### src/design/rrlcg_pkg.sv
// Shared types, constants and generator tables for the round-robin LCG random source.
// No dependencies.
package rrlcg_pkg;

    localparam int GEN_W     = 16;
    localparam int NUM_GEN   = 4;
    localparam int GIDX_W    = 2;
    localparam int X_W       = 36;
    localparam int VALUE_W   = 64;
    localparam int RANGE_W   = 32;
    localparam int BITCNT_W  = 7;
    localparam int REQ_W     = 2;
    localparam int CHUNK_W   = 3;
    localparam int MULC_W    = 17;
    localparam int ADDC_W    = 19;
    localparam int MODC_W    = 21;
    localparam int RCP_W     = 16;
    // reciprocals are floor(2^33/M); the top 32 bits of x carry 2^4 of that
    localparam int RCP_SH    = 29;

    localparam logic [VALUE_W-1:0] SEED_RESET = 64'h0001_0001_0001_0001;
    localparam logic [BITCNT_W-1:0] MAX_BITS  = 7'd64;

    typedef enum logic [REQ_W-1:0] {
        REQ_RAW     = 2'd0,
        REQ_RANGE16 = 2'd1,
        REQ_RANGE32 = 2'd2
    } req_t;

    typedef struct packed {
        logic load;
        logic step_mul;
        logic step_quo;
        logic step_back;
        logic red_last;
        logic scale;
        logic out_load;
    } rrlcg_cmd_t;

    function automatic logic [MULC_W-1:0] gen_mul(input logic [GIDX_W-1:0] k);
        case (k)
            2'd0:    gen_mul = 17'd2416;
            2'd1:    gen_mul = 17'd84589;
            2'd2:    gen_mul = 17'd17221;
            default: gen_mul = 17'd7141;
        endcase
    endfunction

    function automatic logic [ADDC_W-1:0] gen_add(input logic [GIDX_W-1:0] k);
        case (k)
            2'd0:    gen_add = 19'd374441;
            2'd1:    gen_add = 19'd45989;
            2'd2:    gen_add = 19'd107839;
            default: gen_add = 19'd54773;
        endcase
    endfunction

    function automatic logic [MODC_W-1:0] gen_mod(input logic [GIDX_W-1:0] k);
        case (k)
            2'd0:    gen_mod = 21'd1771875;
            2'd1:    gen_mod = 21'd217728;
            2'd2:    gen_mod = 21'd510300;
            default: gen_mod = 21'd259200;
        endcase
    endfunction

    function automatic logic [RCP_W-1:0] gen_rcp(input logic [GIDX_W-1:0] k);
        case (k)
            2'd0:    gen_rcp = 16'd4847;
            2'd1:    gen_rcp = 16'd39452;
            2'd2:    gen_rcp = 16'd16833;
            default: gen_rcp = 16'd33140;
        endcase
    endfunction

    function automatic logic [BITCNT_W-1:0] clamp_bits(input logic [BITCNT_W-1:0] b);
        clamp_bits = (b > MAX_BITS) ? MAX_BITS : b;
    endfunction

endpackage

### src/design/rrlcg_ctrl.sv
// Sequencer for the round-robin LCG random source: item handshake, chunk and
// remainder step counting, output valid. Depends on rrlcg_pkg.
module rrlcg_ctrl (
    input  logic                  clk,
    input  logic                  rst_n,
    input  logic                  in_valid,
    output logic                  in_ready,
    input  logic [1:0]            req_type,
    input  logic [6:0]            bit_count,
    output logic                  out_valid,
    input  logic                  out_ready,
    output rrlcg_pkg::rrlcg_cmd_t cmd
);
    import rrlcg_pkg::*;

    typedef enum logic [2:0] {
        S_IDLE,
        S_MUL,
        S_QUO,
        S_BACK,
        S_FIX,
        S_SCALE,
        S_FIN
    } state_t;

    state_t               state_reg;
    logic [CHUNK_W-1:0]   chunks_reg;
    logic                 scale_reg;
    logic                 out_valid_reg;

    logic                 accept;
    logic                 out_free;
    logic [BITCNT_W-1:0]  bc;
    logic [BITCNT_W-1:0]  bsum;
    logic [CHUNK_W-1:0]   n_chunks;
    logic                 n_scale;

    assign in_ready  = (state_reg == S_IDLE);
    assign accept    = in_valid && in_ready;
    assign out_valid = out_valid_reg;
    assign out_free  = !out_valid_reg || out_ready;

    always_comb
    begin
        bc       = clamp_bits(bit_count);
        bsum     = bc + 7'd15;
        n_chunks = '0;
        n_scale  = 1'b0;
        case (req_t'(req_type))
            REQ_RAW:
            begin
                n_chunks = bsum[6:4];
            end
            REQ_RANGE16:
            begin
                n_chunks = 3'd1;
                n_scale  = 1'b1;
            end
            REQ_RANGE32:
            begin
                n_chunks = 3'd2;
                n_scale  = 1'b1;
            end
            default:
            begin
                n_chunks = '0;
            end
        endcase
    end

    always_comb
    begin
        cmd           = '0;
        cmd.load      = accept;
        cmd.step_mul  = (state_reg == S_MUL);
        cmd.step_quo  = (state_reg == S_QUO);
        cmd.step_back = (state_reg == S_BACK);
        cmd.red_last  = (state_reg == S_FIX);
        cmd.scale     = (state_reg == S_SCALE);
        cmd.out_load  = (state_reg == S_FIN) && out_free;
    end

    always_ff @(posedge clk or negedge rst_n)
    begin
        if (!rst_n)
        begin
            state_reg     <= S_IDLE;
            chunks_reg    <= '0;
            scale_reg     <= 1'b0;
            out_valid_reg <= 1'b0;
        end
        else
        begin
            if (cmd.out_load)
            begin
                out_valid_reg <= 1'b1;
            end
            else if (out_valid_reg && out_ready)
            begin
                out_valid_reg <= 1'b0;
            end
            case (state_reg)
                S_IDLE:
                begin
                    if (accept)
                    begin
                        chunks_reg <= n_chunks;
                        scale_reg  <= n_scale;
                        state_reg  <= (n_chunks != '0) ? S_MUL : S_FIN;
                    end
                end
                S_MUL:
                begin
                    state_reg <= S_QUO;
                end
                S_QUO:
                begin
                    state_reg <= S_BACK;
                end
                S_BACK:
                begin
                    state_reg <= S_FIX;
                end
                S_FIX:
                begin
                    chunks_reg <= chunks_reg - 3'd1;
                    if (chunks_reg == 3'd1)
                    begin
                        state_reg <= scale_reg ? S_SCALE : S_FIN;
                    end
                    else
                    begin
                        state_reg <= S_MUL;
                    end
                end
                S_SCALE:
                begin
                    state_reg <= S_FIN;
                end
                S_FIN:
                begin
                    if (out_free)
                    begin
                        state_reg <= S_IDLE;
                    end
                end
                default:
                begin
                    state_reg <= S_IDLE;
                end
            endcase
        end
    end

    a_busy_after_accept: assert property (@(posedge clk) disable iff (!rst_n)
        accept |=> !in_ready)
        else $error("ready still high after item accepted");

    a_red_has_chunk: assert property (@(posedge clk) disable iff (!rst_n)
        (state_reg == S_QUO || state_reg == S_BACK || state_reg == S_FIX)
        |-> (chunks_reg != '0))
        else $error("remainder step with no chunk pending");

    a_fin_holds: assert property (@(posedge clk) disable iff (!rst_n)
        (state_reg == S_FIN) && out_valid_reg && !out_ready |=> (state_reg == S_FIN))
        else $error("result dropped while output slot busy");

    a_cmd_onehot: assert property (@(posedge clk) disable iff (!rst_n)
        $onehot0({cmd.load, cmd.step_mul, cmd.step_quo, cmd.step_back, cmd.red_last,
                  cmd.scale, cmd.out_load}))
        else $error("conflicting datapath commands");

endmodule

### src/design/rrlcg_dp.sv
// Datapath for the round-robin LCG random source: generator state, shared
// multiplier, reciprocal remainder, chunk accumulator and output register. Depends on rrlcg_pkg.
module rrlcg_dp (
    input  logic                  clk,
    input  logic                  rst_n,
    input  logic                  seed_wr_en,
    input  logic [63:0]           seed_wr_data,
    input  logic [1:0]            req_type,
    input  logic [6:0]            bit_count,
    input  logic [31:0]           range_low,
    input  logic [31:0]           range_high,
    input  rrlcg_pkg::rrlcg_cmd_t cmd,
    output logic [63:0]           value
);
    import rrlcg_pkg::*;

    logic [GEN_W-1:0]    gen_reg [NUM_GEN];
    logic [GIDX_W-1:0]   gidx_reg;

    logic [REQ_W-1:0]    mode_reg;
    logic [3:0]          shamt_reg;
    logic [RANGE_W-1:0]  lo_reg;
    logic [RANGE_W-1:0]  d_reg;
    logic [X_W-1:0]      x_reg;
    logic [GEN_W-1:0]    q_reg;
    logic [VALUE_W-1:0]  acc_reg;
    logic [VALUE_W-1:0]  prod_reg;
    logic [VALUE_W-1:0]  value_reg;

    logic [RANGE_W-1:0]  mul_a;
    logic [RANGE_W-1:0]  mul_b;
    logic [VALUE_W-1:0]  mul_p;
    logic [X_W-1:0]      mod_ext;
    logic [X_W-1:0]      x_fix;
    logic [BITCNT_W-1:0] bc;
    logic [BITCNT_W-1:0] bc_neg;
    logic [VALUE_W-1:0]  res;
    logic [GEN_W-1:0]    sum16;
    logic [RANGE_W-1:0]  sum32;

    assign value = value_reg;

    always_comb
    begin
        mul_a = {16'b0, gen_reg[gidx_reg]};
        mul_b = {15'b0, gen_mul(gidx_reg)};
        if (cmd.step_quo)
        begin
            mul_a = x_reg[X_W-1:X_W-RANGE_W];
            mul_b = {16'b0, gen_rcp(gidx_reg)};
        end
        else if (cmd.step_back)
        begin
            mul_a = {16'b0, q_reg};
            mul_b = {11'b0, gen_mod(gidx_reg)};
        end
        else if (cmd.scale)
        begin
            if (mode_reg == REQ_RANGE16)
            begin
                mul_a = {16'b0, d_reg[15:0]};
                mul_b = {16'b0, acc_reg[15:0]};
            end
            else
            begin
                mul_a = d_reg;
                mul_b = acc_reg[31:0];
            end
        end
        mul_p = mul_a * mul_b;
    end

    // quotient estimate is exact or one low, so one subtract finishes the remainder
    always_comb
    begin
        mod_ext = {15'b0, gen_mod(gidx_reg)};
        x_fix   = (x_reg >= mod_ext) ? x_reg - mod_ext : x_reg;
    end

    always_comb
    begin
        bc     = clamp_bits(bit_count);
        bc_neg = ~bc + 7'd1;
        sum16  = lo_reg[15:0] + prod_reg[31:16];
        sum32  = lo_reg + prod_reg[63:32];
        case (mode_reg)
            REQ_RAW:     res = acc_reg >> shamt_reg;
            REQ_RANGE16: res = {48'b0, sum16};
            REQ_RANGE32: res = {32'b0, sum32};
            default:     res = '0;
        endcase
    end

    always_ff @(posedge clk or negedge rst_n)
    begin
        if (!rst_n)
        begin
            for (int i = 0; i < NUM_GEN; i++)
            begin
                gen_reg[i] <= SEED_RESET[GEN_W*i +: GEN_W];
            end
            gidx_reg <= '0;
        end
        else if (seed_wr_en)
        begin
            for (int i = 0; i < NUM_GEN; i++)
            begin
                gen_reg[i] <= seed_wr_data[GEN_W*i +: GEN_W];
            end
            gidx_reg <= '0;
        end
        else if (cmd.red_last)
        begin
            gen_reg[gidx_reg] <= x_fix[GEN_W-1:0];
            gidx_reg          <= gidx_reg + 2'd1;
        end
    end

    always_ff @(posedge clk)
    begin
        if (cmd.load)
        begin
            mode_reg  <= req_type;
            shamt_reg <= bc_neg[3:0];
            lo_reg    <= range_low;
            d_reg     <= range_high - range_low;
            acc_reg   <= '0;
        end
        if (cmd.step_mul)
        begin
            x_reg <= mul_p[X_W-1:0] + {17'b0, gen_add(gidx_reg)};
        end
        if (cmd.step_quo)
        begin
            q_reg <= mul_p[RCP_SH +: GEN_W];
        end
        if (cmd.step_back)
        begin
            x_reg <= x_reg - mul_p[X_W-1:0];
        end
        if (cmd.red_last)
        begin
            acc_reg <= {acc_reg[47:0], x_fix[GEN_W-1:0]};
        end
        if (cmd.scale)
        begin
            prod_reg <= mul_p;
        end
        if (cmd.out_load)
        begin
            value_reg <= res;
        end
    end

endmodule

### src/design/round_robin_lcg_random_source_unit.sv
// Top level of the round-robin LCG random source: controller plus datapath.
// Depends on rrlcg_pkg, rrlcg_ctrl, rrlcg_dp.
//
// Four 16-bit LCGs are stepped in turn; each step uses the shared multiplier for
// the product plus addend, a reciprocal quotient estimate and the back-multiply,
// then a correction step; a chunk passes S_MUL, S_QUO, S_BACK and S_FIX.
// An item is accepted in S_IDLE, then runs its n chunks, S_SCALE for range
// requests and S_FIN before the next can be accepted, n being the chunk count:
// raw requests need ceil(bit_count/16) chunks with bit_count clamped to 64,
// 16-bit range one chunk, 32-bit range two; zero bits or type 3 give 0. A held
// result does not block the next item until that item is finished. Writing the
// seed reloads all generators and restarts the round-robin at generator 0; write only while idle.
module round_robin_lcg_random_source_unit (
    input  logic        clk,
    input  logic        rst_n,
    input  logic        seed_wr_en,
    input  logic [63:0] seed_wr_data,
    input  logic        in_valid,
    output logic        in_ready,
    input  logic [1:0]  req_type,
    input  logic [6:0]  bit_count,
    input  logic [31:0] range_low,
    input  logic [31:0] range_high,
    output logic        out_valid,
    input  logic        out_ready,
    output logic [63:0] value
);
    import rrlcg_pkg::*;

    rrlcg_cmd_t cmd;

    rrlcg_ctrl u_ctrl (
        .clk       (clk),
        .rst_n     (rst_n),
        .in_valid  (in_valid),
        .in_ready  (in_ready),
        .req_type  (req_type),
        .bit_count (bit_count),
        .out_valid (out_valid),
        .out_ready (out_ready),
        .cmd       (cmd)
    );

    rrlcg_dp u_dp (
        .clk          (clk),
        .rst_n        (rst_n),
        .seed_wr_en   (seed_wr_en),
        .seed_wr_data (seed_wr_data),
        .req_type     (req_type),
        .bit_count    (bit_count),
        .range_low    (range_low),
        .range_high   (range_high),
        .cmd          (cmd),
        .value        (value)
    );

endmodule
### config.mk
export PLATFORM = sky130hd
export DESIGN_NAME = round_robin_lcg_random_source_unit
export DESIGN_NICKNAME = d
export VERILOG_FILES = /design/src/design/rrlcg_pkg.sv /design/src/design/rrlcg_ctrl.sv /design/src/design/rrlcg_dp.sv /design/src/design/round_robin_lcg_random_source_unit.sv
export SDC_FILE = /design/constraint.sdc
export NUM_CORES = 2
export LEC_CHECK = 0
export BUFFER_PORTS_ARGS = -buffer_cell sky130_fd_sc_hd__buf_2
export CORE_MARGIN = 2
export CORE_UTILIZATION = 40
export CTS_CLUSTER_SIZE = 14
export DETAILED_ROUTE_END_ITERATION = 8
export SLEW_MARGIN = 20
export SYNTH_ARGS = -nofsm -noshare
export SYNTH_HDL_FRONTEND = slang
export SYNTH_SLANG_ARGS = --single-unit
### constraint.sdc
create_clock -name clk -period 14.4 [get_ports clk]
set_clock_uncertainty 0.2 [all_clocks]
set_input_delay 1.44 -clock clk [delete_from_list [all_inputs] [get_ports clk]]
set_output_delay 1.44 -clock clk [all_outputs]
set_load 0.01 [all_outputs]
==> summary.txt <==
Synthesis
  – Post-synthesis sequential area ratio: 18.92%
  – Library cells used by synthesis: 96
  – Synth Area in Adders: 40.74%
  – Compound-cell area share of the yosys netlist: 10.67%
  – Synth Flop Type: edfxtp_1
  – Synth Area in XOR/XNOR: 3.016%
  – Top-area cell type share of the netlist area: 31.61%
  – Syn Area/Cell: 9.308 um^2
  – Synthesized area: 0.05712 mm^2
  – Largest family of logic cells by synthesized area: adder cells
  – Yosys warnings: 0
  – Top post-synthesis cells by area: fa_1, edfxtp_1, ha_1, inv_1, nand2_1
  – Yosys reg bits: 372
  – Multiplexer share of the synthesized area: 3.962%
  – EDFF count, synth: 298
  – Cells after synthesis: 6137
  – Post-synth top area cell: fa_1
  – Asr flop ratio synth: 19.89%
  – Simple-Gate Fraction of Synth Area: 13.99%
  – Synth Net Count: 7597

STA
  – Setup TNS: 0 ns
  – Fin. Hold Viols: 0
  – Slew HR: 13.95%
  – Final setup viols: 0
  – Worst slew pin tran: 1.291 ns
  – RSZ-0062 raised after global routing: no
  – Pins over their slew limit: 0
  – Fmax achieved: 75.85 MHz
  – Final period util: 91.55%
  – Tmin final: 13.18 ns

Critical path
  – CP max stage cell: dfrtp_1
  – Crit start category: register
  – Data arrival, critical path: 13.28 ns
  – CP peak stage delay: 1.00 ns
  – Reg2Reg Setup Slack: 1.22 ns
  – Critical Path RT: 14.49 ns
  – Worst-path fanout max: 18
  – Kind of critical path: register to register
  – Crit end category: register
  – Most used cell, CP: fa_1

Placed design
  – RePlAce Congestion: 1.003
  – Dpl hpwl: 170.3 mm
  – Port bufs: 207

Finish
  – Nets: 7678
  – Most common cell after layout, fill and taps aside: inv_1
  – Final-layout fill cell count: 13940
  – Area delta synth->final: 8.168%
  – Share of cells above drive strength 1: 8.630%
  – Commonest non-fill, non-tap cells in the layout: inv_1, fa_1, nand2_1, nor2_1, ha_1

GRT
  – Largest net degree at the start of global routing: 75
  – Vias in the first global route: 47150
  – Global route overflow: 0
  – Initial antenna violation count: 8
  – Global-route wire length before repair: 318.0 mm
  – Gr usage total: 29.62%

Route
  – Initial drt markers: 4833
  – WL per Instance: 26.53 um
  – DR vias: 47040
  – # DRC: 0
  – TritonRoute pass-1 iters: 6
  – ANT nets after route: 0
  – DR vias/cell: 5.778
  – Overall routed net length: 216.0 mm

Die
  – Die height: 381.9 um
  – Core area: 0.1416 mm^2
  – Cell row count: 138
  – Die area: 0.1458 mm^2
  – IO Count: 208
  – Die Width: 381.9 um
  – Initial Utilization: 40.35%

Clock tree
  – CTS tree: yes
  – Post-CTS sizing: 0
  – Worst-path clk slew: 0.07 ns
  – Hold-fix buffer count after cts: 0
  – Post-CTS Setup Bufs: 0
  – CTS Buf Count: 39
  – CTS max path bufs: 3
  – Sinks on the clock net: 372
  – Clk Latency, worst-skew pair: 0.59 ns
  – H-Tree Depth: 2
  – Clock root cell: clkbuf_16

Worst hold path
  – Hold Path Class: register to register

Run status
  – Status: completed

Run
  – Max_cap viols: 0
==> metal layers <==
metal  global-route usage (%)  part of all wire [%]
met2                    44.63                    44
met5                        0                 0.014
met4                    15.61                   6.3
met1                    39.94                    40
met3                    6.469                    10
==> through the flow <==
step                      utilization (%)  worst slack (ns)  area [um^2]  cells  hold WS [ns]
after global routing                43.63            0.8085        61780   8136        0.3209
final                               43.64             1.216        61790   8140        0.3076
after detailed placement            42.74             1.476        60520   8065        0.2910
after CTS                           43.62             1.469        61760   8134        0.3101
after global placement              42.73             1.710        60500   8065        0.2840
after floorplan                         -             2.507        57120   6137        0.2663
==> kinds of logic after synthesis <==
| group | count (synthesis) |
|---|---|
| AOI/OAI and AO/OA | 926 |
| and+or+nand+nor | 1866 |
| muxes | 140 |
| adders and majority gates | 1319 |
| buffers and inverters | 1319 |
| DFF | 372 |
| xor gates and xnor gates | 195 |
==> critical path, delay by kind of cell, from the launching register on <==
family,cells,cell delay (ns)
compound gates,15,4.01
xor+xnor,2,0.48
fa+ha+maj,11,5.41
buf+inv,7,1.29
flops,1,1.00
mux,1,0.08
simple gates,2,0.42
==> synth_stat cells (34+ instances only) <==
master	n
nor3_1	52
nor2b_1	45
inv_1	1016
and3_1	97
edfxtp_1	298
nand2_1	850
dfrtp_1	70
a21oi_1	244
o21ai_1	35
o21ai_0	144
ha_1	416
fa_1	902
nand2b_1	34
clkbuf_1	262
xor2_1	57
a21o_1	100
nor2_1	609
a22oi_1	48
and2_1	40
nand3_1	41
o22ai_1	53
mux4_2	67
xnor2_1	136
mux2i_1	66
==> final timing paths <==
| kind | endpoint | cells past startpoint | from |
|---|---|---|---|
| max in group asynchronous | u_ctrl.state_reg[0]$_DFFE_PN0P_ | 1 | rst_n |
| hold / removal | u_dp.gen_reg[31]$_DFFE_PN0P_ | 2 | u_dp.gen_reg[31]$_DFFE_PN0P_ |
| min in group asynchronous | u_ctrl.out_valid$_DFFE_PN0P_ | 1 | rst_n |
| setup / recovery | u_dp.x_reg[34]$_DFFE_PP_ | 38 | u_dp.gidx_reg[0]$_DFFE_PN0P_ |
| setup reg to reg | u_dp.x_reg[34]$_DFFE_PP_ | 38 | u_dp.gidx_reg[0]$_DFFE_PN0P_ |
| hold reg to reg | u_dp.gen_reg[31]$_DFFE_PN0P_ | 2 | u_dp.gen_reg[31]$_DFFE_PN0P_ |
==> area by class of cell <==
cell class,instances,area [um^2],area share [%]
clock inverter,12,146.4,0.2369
tap,1890,2365,3.827
inverter,1020,3829,6.196
antenna,4,10.01,0.01620
multi-input combinational,4446,41500,67.17
sequential,372,10810,17.49
clock buffer,57,1096,1.774
timing repair buffer,339,2033,3.291
Power is left out: the tool's default activity adds up to more than one toggle a clock period on the data nets, which glitch-free logic cannot reach.
